==> src/sv/sequential_list_engine_core_assert.svh <==
// Assertion macros for the list engine RTL.
`ifndef SEQUENTIAL_LIST_ENGINE_CORE_ASSERT_SVH
`define SEQUENTIAL_LIST_ENGINE_CORE_ASSERT_SVH
`ifndef NO_ASSERTIONS
`define SLE_ASSERT(lbl, prop) \
    lbl: assert property (@(posedge aclk) disable iff (!aresetn) prop) \
        else $error("list engine check failed");
`define SLE_ASSERT_RST(lbl, prop) \
    lbl: assert property (@(posedge aclk) prop) \
        else $error("list engine reset check failed");
`else
`define SLE_ASSERT(lbl, prop)
`define SLE_ASSERT_RST(lbl, prop)
`endif
`endif

==> src/sv/sle_pkg.sv <==
// Types and constants of the list engine.
package sle_pkg;

    localparam int CAPACITY = 16;
    localparam int IDX_W    = (CAPACITY > 1) ? $clog2(CAPACITY) : 1;
    localparam int CMD_W    = 3;
    localparam int POS_W    = 5;
    localparam int DATA_W   = 32;
    localparam int CNT_W    = 5;
    localparam int STAT_W   = 2;

    localparam logic [CMD_W-1:0] CMD_INSERT = 3'd0;
    localparam logic [CMD_W-1:0] CMD_DELETE = 3'd1;
    localparam logic [CMD_W-1:0] CMD_GET    = 3'd2;
    localparam logic [CMD_W-1:0] CMD_LOCATE = 3'd3;
    localparam logic [CMD_W-1:0] CMD_CLEAR  = 3'd4;

    localparam logic [STAT_W-1:0] ST_OK    = 2'd0;
    localparam logic [STAT_W-1:0] ST_RANGE = 2'd1;
    localparam logic [STAT_W-1:0] ST_FULL  = 2'd2;

    typedef struct packed {
        logic [CMD_W-1:0]         cmd;
        logic [POS_W-1:0]         position;
        logic signed [DATA_W-1:0] value;
    } in_t;

    typedef struct packed {
        logic [STAT_W-1:0]        status;
        logic signed [DATA_W-1:0] element;
        logic                     found;
        logic [CNT_W-1:0]         count;
        logic                     is_empty;
    } out_t;

    typedef struct packed {
        logic                     ins;
        logic                     del;
        logic [IDX_W-1:0]         idx;
        logic signed [DATA_W-1:0] value;
        logic [CNT_W-1:0]         fill;
    } cell_ctrl_t;

endpackage

==> src/sv/sle_cell.sv <==
// One list cell: holds one element, shifts with its neighbors, compares and selects.
module sle_cell (
    input  logic                             aclk,
    input  sle_pkg::cell_ctrl_t              ctrl,
    input  logic [sle_pkg::IDX_W-1:0]        cell_idx,
    input  logic signed [sle_pkg::DATA_W-1:0] left_data,
    input  logic signed [sle_pkg::DATA_W-1:0] right_data,
    output logic signed [sle_pkg::DATA_W-1:0] data,
    output logic signed [sle_pkg::DATA_W-1:0] hit_data,
    output logic                             match
);
    import sle_pkg::*;

    logic signed [DATA_W-1:0] data_reg;
    logic signed [DATA_W-1:0] data_next;
    logic                     at_idx;
    logic                     above_idx;

    assign at_idx    = (cell_idx == ctrl.idx);
    assign above_idx = (cell_idx > ctrl.idx);

    always_comb begin
        data_next = data_reg;
        if (ctrl.ins) begin
            if (at_idx) begin
                data_next = ctrl.value;
            end else if (above_idx) begin
                data_next = left_data;
            end
        end else if (ctrl.del) begin
            if (at_idx || above_idx) begin
                data_next = right_data;
            end
        end
    end

    always_ff @(posedge aclk) begin
        data_reg <= data_next;
    end

    assign data     = data_reg;
    assign hit_data = at_idx ? data_reg : '0;
    assign match    = (CNT_W'(cell_idx) < ctrl.fill) && (data_reg == ctrl.value);

endmodule

==> src/sv/sle_out_skid.sv <==
// Result output register with a skid stage.
module sle_out_skid (
    input  logic          aclk,
    input  logic          aresetn,
    input  logic          in_valid,
    output logic          in_ready,
    input  sle_pkg::out_t in_data,
    output logic          m_valid,
    input  logic          m_ready,
    output sle_pkg::out_t m_data
);
    import sle_pkg::*;

    logic out_valid_reg;
    logic skid_valid_reg;
    out_t out_data_reg;
    out_t skid_data_reg;
    logic load_out;

    assign in_ready = !skid_valid_reg;
    assign load_out = !out_valid_reg || m_ready;

    always_ff @(posedge aclk) begin
        if (!aresetn) begin
            out_valid_reg  <= 1'b0;
            skid_valid_reg <= 1'b0;
        end else if (load_out) begin
            out_valid_reg  <= skid_valid_reg || in_valid;
            skid_valid_reg <= 1'b0;
        end else if (in_valid && in_ready) begin
            skid_valid_reg <= 1'b1;
        end
    end

    always_ff @(posedge aclk) begin
        if (load_out) begin
            out_data_reg <= skid_valid_reg ? skid_data_reg : in_data;
        end else if (in_valid && in_ready) begin
            skid_data_reg <= in_data;
        end
    end

    assign m_valid = out_valid_reg;
    assign m_data  = out_data_reg;

endmodule

==> src/sv/sequential_list_engine_core.sv <==
// Top level of the list engine: cell chain, fill count, command decode.
//
//   port group   dir   role
//   s_*          in    command transfer (cmd, position, value)
//   m_*          out   result transfer (status, element, found, count, is_empty)
//
// One command per cycle while s_ready is high: the whole chain shifts, compares
// and selects in the cycle of the transfer; the result reaches m_* from a register.
// Two results may wait (output register and skid stage); s_ready drops only
// while both are held by a stalled m_ready.
// Reset clears the fill count and the result stages; cell contents stay unset.
module sequential_list_engine_core (
    input  logic          aclk,
    input  logic          aresetn,
    input  logic          s_valid,
    output logic          s_ready,
    input  sle_pkg::in_t  s_data,
    output logic          m_valid,
    input  logic          m_ready,
    output sle_pkg::out_t m_data
);
    import sle_pkg::*;

`include "sequential_list_engine_core_assert.svh"

    logic [CNT_W-1:0]         fill_reg;
    logic [CNT_W-1:0]         fill_next;
    logic                     accept;
    logic                     pos_zero;
    logic                     ins_ok;
    logic                     rd_ok;
    logic                     full;
    logic [POS_W-1:0]         pos_m1;
    logic signed [DATA_W-1:0] elem_sel;
    logic                     any_match;
    cell_ctrl_t               ctrl;
    out_t                     res;

    logic signed [DATA_W-1:0] cell_data [CAPACITY];
    logic signed [DATA_W-1:0] cell_hit  [CAPACITY];
    logic [CAPACITY-1:0]      cell_match;

    assign accept   = s_valid && s_ready;
    assign pos_zero = (s_data.position == '0);
    assign ins_ok   = !pos_zero && ({1'b0, s_data.position} <= ({1'b0, fill_reg} + 1'b1));
    assign rd_ok    = !pos_zero && (s_data.position <= fill_reg);
    assign full     = (fill_reg >= CNT_W'(CAPACITY));
    assign pos_m1   = s_data.position - 1'b1;

    always_comb begin
        ctrl.ins   = accept && (s_data.cmd == CMD_INSERT) && ins_ok && !full;
        ctrl.del   = accept && (s_data.cmd == CMD_DELETE) && rd_ok;
        ctrl.idx   = pos_m1[IDX_W-1:0];
        ctrl.value = s_data.value;
        ctrl.fill  = fill_reg;
    end

    genvar i;
    generate
        for (i = 0; i < CAPACITY; i++) begin : g_cell
            logic signed [DATA_W-1:0] left_d;
            logic signed [DATA_W-1:0] right_d;
            if (i == 0) begin : g_first
                assign left_d = cell_data[i];
            end else begin : g_mid_l
                assign left_d = cell_data[i-1];
            end
            if (i == CAPACITY - 1) begin : g_last
                assign right_d = cell_data[i];
            end else begin : g_mid_r
                assign right_d = cell_data[i+1];
            end
            sle_cell u_cell (
                .aclk       (aclk),
                .ctrl       (ctrl),
                .cell_idx   (IDX_W'(i)),
                .left_data  (left_d),
                .right_data (right_d),
                .data       (cell_data[i]),
                .hit_data   (cell_hit[i]),
                .match      (cell_match[i])
            );
        end
    endgenerate

    always_comb begin
        elem_sel = '0;
        for (int k = 0; k < CAPACITY; k++) begin
            elem_sel = elem_sel | cell_hit[k];
        end
    end

    assign any_match = |cell_match;

    always_comb begin
        fill_next    = fill_reg;
        res.status   = ST_OK;
        res.element  = '0;
        res.found    = 1'b0;
        unique case (s_data.cmd)
            CMD_INSERT: begin
                if (!ins_ok) begin
                    res.status = ST_RANGE;
                end else if (full) begin
                    res.status = ST_FULL;
                end else begin
                    fill_next = fill_reg + 1'b1;
                end
            end
            CMD_DELETE: begin
                if (!rd_ok) begin
                    res.status = ST_RANGE;
                end else begin
                    res.element = elem_sel;
                    fill_next   = fill_reg - 1'b1;
                end
            end
            CMD_GET: begin
                if (!rd_ok) begin
                    res.status = ST_RANGE;
                end else begin
                    res.element = elem_sel;
                end
            end
            CMD_LOCATE: begin
                res.found = any_match;
            end
            CMD_CLEAR: begin
                fill_next = '0;
            end
            default: begin
            end
        endcase
        res.count    = fill_next;
        res.is_empty = (fill_next == '0);
    end

    always_ff @(posedge aclk) begin
        if (!aresetn) begin
            fill_reg <= '0;
        end else if (accept) begin
            fill_reg <= fill_next;
        end
    end

    sle_out_skid u_out (
        .aclk     (aclk),
        .aresetn  (aresetn),
        .in_valid (s_valid),
        .in_ready (s_ready),
        .in_data  (res),
        .m_valid  (m_valid),
        .m_ready  (m_ready),
        .m_data   (m_data)
    );

    `SLE_ASSERT(a_fill_bound, fill_reg <= CNT_W'(CAPACITY))
    `SLE_ASSERT(a_insert_grows, ctrl.ins |=> fill_reg == $past(fill_reg) + 1'b1)
    `SLE_ASSERT(a_clear_empties, accept && (s_data.cmd == CMD_CLEAR) |=> fill_reg == '0)
    `SLE_ASSERT(a_fill_holds, !accept |=> $stable(fill_reg))
    `SLE_ASSERT_RST(a_reset_state, !aresetn |=> (fill_reg == '0) && !m_valid)

endmodule
==> config.mk <==
export PLATFORM = sky130hd
export DESIGN_NAME = sequential_list_engine_core
export DESIGN_NICKNAME = d
export VERILOG_FILES = /design/src/sv/sle_pkg.sv /design/src/sv/sle_cell.sv /design/src/sv/sle_out_skid.sv /design/src/sv/sequential_list_engine_core.sv
export VERILOG_INCLUDE_DIRS = /design/src /design/src/sv
export SDC_FILE = /design/constraint.sdc
export NUM_CORES = 2
export LEC_CHECK = 0
export BUFFER_PORTS_ARGS = -buffer_cell sky130_fd_sc_hd__buf_2
export CORE_MARGIN = 2
export CORE_UTILIZATION = 65
export DETAILED_ROUTE_END_ITERATION = 10
export MAX_ROUTING_LAYER = met4
export PLACE_DENSITY = 0.85
export SYNTH_ARGS = -nofsm -noshare
export SYNTH_HDL_FRONTEND = slang
export SYNTH_HIERARCHICAL = 1
export SYNTH_SLANG_ARGS = --single-unit
==> constraint.sdc <==
create_clock -name aclk -period 7.1 [get_ports aclk]
set_clock_uncertainty 0.05 [all_clocks]
set_input_delay 0.355 -clock aclk [delete_from_list [all_inputs] [get_ports aclk]]
set_output_delay 0.355 -clock aclk [all_outputs]
set_load 0.05 [all_outputs]
==> metrics <==
max_slew headroom=13.9%; crit path DAT=5.31 ns; clk slew on worst S/H paths=0.06 ns; top-count cell post-synth=nand2_1; leak pwr=18.3 nW; core area=65900 um^2; die height=262 um; Peak VDD IR=0.000149 V; R2R cell count=10; met2 wire len=57300 um; share of layout cells above drive strength 1=6.96%; post-route design area=46500 um^2; instance count on the critical path=10; worst flop-to-flop path endpoint=g_cell[4].u_cell/data[10]; MaxCap Viol Count=0; GRT Overall Usage=39.2%; vias=39000; placed cells=5815; crit-path leading delay family=simple AND/OR/NAND/NOR gates; DIE WIDTH=262 um; initial antenna violation count=27; Post-synth top flop=edfxtp_1; status=completed; maximum buffer depth of the clock tree=3; Yosys warnings=6; die area=68700 um^2; Worst setup EP type=flip-flop; worst-path fanout max=59; post-synthesis register bit count=601; CTS tree=built; mean post-synth cell area=8.78 um^2; Bufs and invs on worst path=2; Metal-1 WL=49900 um; Worst Setup SP=fill_reg[0]; Mapped Area=43300 um^2; CTS resizes=0; Final period util=72.0%; f_max=0.196 GHz; Pre-antenna DRT Iters=6; Place WS=2.11 ns; highest metal used=met4; top cells by area, synth=edfxtp_1, xor2_1, nand2_1; final setup vio count=0; clock sink count=601; row cnt=94; RSZ-0062 raised after global routing=no; PD cells=198 nW/um^2; PortBufs=86; routed length on met3=19300 um; Tightest Hold Check Type=input port to flip-flop; CP max stage delay=0.82 ns; Seq/Total Area, Yosys=41.5%; synth unique cells=61; R2R Path Start=fill_reg[0]; FF-to-FF setup slack=1.99 ns; GRT overflow=0; placed inst area=44400 um^2; routed len/inst=22.6 um; final worst slack=1.99 ns; initial DRC count=6982; Post-synth EDFFs=594; vias in the first global route=35000; Setup Crit Path Kind=flip-flop to flip-flop; CP Launch Type=flip-flop; final net count=5194; Commonest cells post-synth=nand2_1, edfxtp_1, nor2_1; post-detail-place hpwl=95000 um; # IOs=87; Async SR Flop Fraction=0%; Clock Latency Late Sink=0.62 ns; Data required, critical path=7.29 ns; Fillers=4898; Final min period=5.11 ns; Finished Layout Cells=5955; gpl congestion=0.987; Syn-to-layout area delta=7.55%; first-pass GRT wire length=202000 um; largest net degree at the start of global routing=136; Mapped Cells=4929; cell taking the most area after synthesis=edfxtp_1; clock root buffer=clkbuf_16; TritonCTS buffer count=68; critical path, cell by cell=inv_1 > nor3_1 > xnor2_1 > ha_1 > a211oi_1 > a21oi_1 > nor3_2 > and3_4 > buf_4 > o32a_2; top cell type's share of synthesized area=41.2%; Max stage delay cell, worst path=dfxtp_1; DRT Wirelength=134000 um; Post-DRT Antenna Nets=0; CP Capture Point=g_cell[4].u_cell/data[10]; htree depth=3; max reg flops=512; Slew @ Worst Pin=1.28 ns; hold path depth=2; Starting Density=65.7%; drc violations=0; vias per std cell=6.55; setup TNS=0 ns; final hold vios=0; Max Slew Vio Count=0
==> metrics by stage <==
step,utilization [%],total power (W),hold WS [ns]
6_report,70.7,0.00920,0.142
5_1_grt,70.6,0.00944,0.165
4_1_cts,70.6,0.00911,0.134
3_5_place_dp,67.5,0.00580,0.485
3_3_place_gp,67.5,0.00575,0.474
2_1_floorplan,-,0.00522,0.438
==> kinds of logic after synthesis <==
logic type / count (synthesis) / synth area share [%]
AOI/OAI and AO/OA: 658 / 9.65
xor gates and xnor gates: 517 / 10.5
adders and majority gates: 127 / 3.67
buffers and inverters: 424 / 4.86
DFF: 601 / 41.5
muxes: 45 / 1.48
other: 2 / 0.0174
and+or+nand+nor: 2555 / 28.3
==> report_power, final <==
group	internal, W	switching, W
logic	0.000528	0.00122
clock network	0.00190	0.00148
registers	0.00399	0.0000828
==> final cells by class <==
type | instances | area, um^2 | share of cell area, %
Antenna cell | 20 | 50.0 | 0.108
Clock buffer | 92 | 1860 | 3.99
Clock inverter | 26 | 170 | 0.366
Inverter | 157 | 589 | 1.27
Multi-Input combinational cell | 4030 | 23700 | 50.9
Sequential cell | 601 | 18000 | 38.6
Tap cell | 864 | 1080 | 2.32
Timing Repair Buffer | 165 | 1120 | 2.40
==> layer usage <==
layer,vias to the layer above,track usage [%]
met5,-,-
met4,0,20.4
met3,359,7.80
li1,17300,-
met1,18200,53.2
met2,3143,55.7
==> repair_timing <==
item | 4_1_cts | 5_1_grt
setup buffers | 0 | 0
endpoints found under the hold margin | 5 | 0
hold buffers | 2 | 0
==> how the worst min path moves through the flow <==
stage	slack, ns	startpoint	end
after floorplan	0.44	aresetn	fill_reg[1]
after global placement	0.47	u_out/skid_data_reg[0]	u_out/m_data[0]
after detailed placement	0.49	u_out/skid_data_reg[31]	u_out/m_data[31]
after CTS	0.13	s_data[39]	u_out/skid_data_reg[39]
after global routing	0.17	s_data[39]	u_out/skid_data_reg[39]
final	0.14	s_data[39]	u_out/skid_data_reg[39]
==> cells in the final DEF (no fill, tap or decap), drive strengths merged, types with 92 or more instances in the layout <==
master / synthesis / final
a31oi: 531 / 531
inv: 157 / 158
edfxtp: 594 / 594
buf: 135 / 163
and2: 515 / 515
clkbuf: 132 / 92
xor2: 482 / 482
nor2: 569 / 569
conb: 2 / 128
nor4: 245 / 245
ha: 127 / 127
nand2: 1034 / 1034
(Power assumes the default switching activity.)
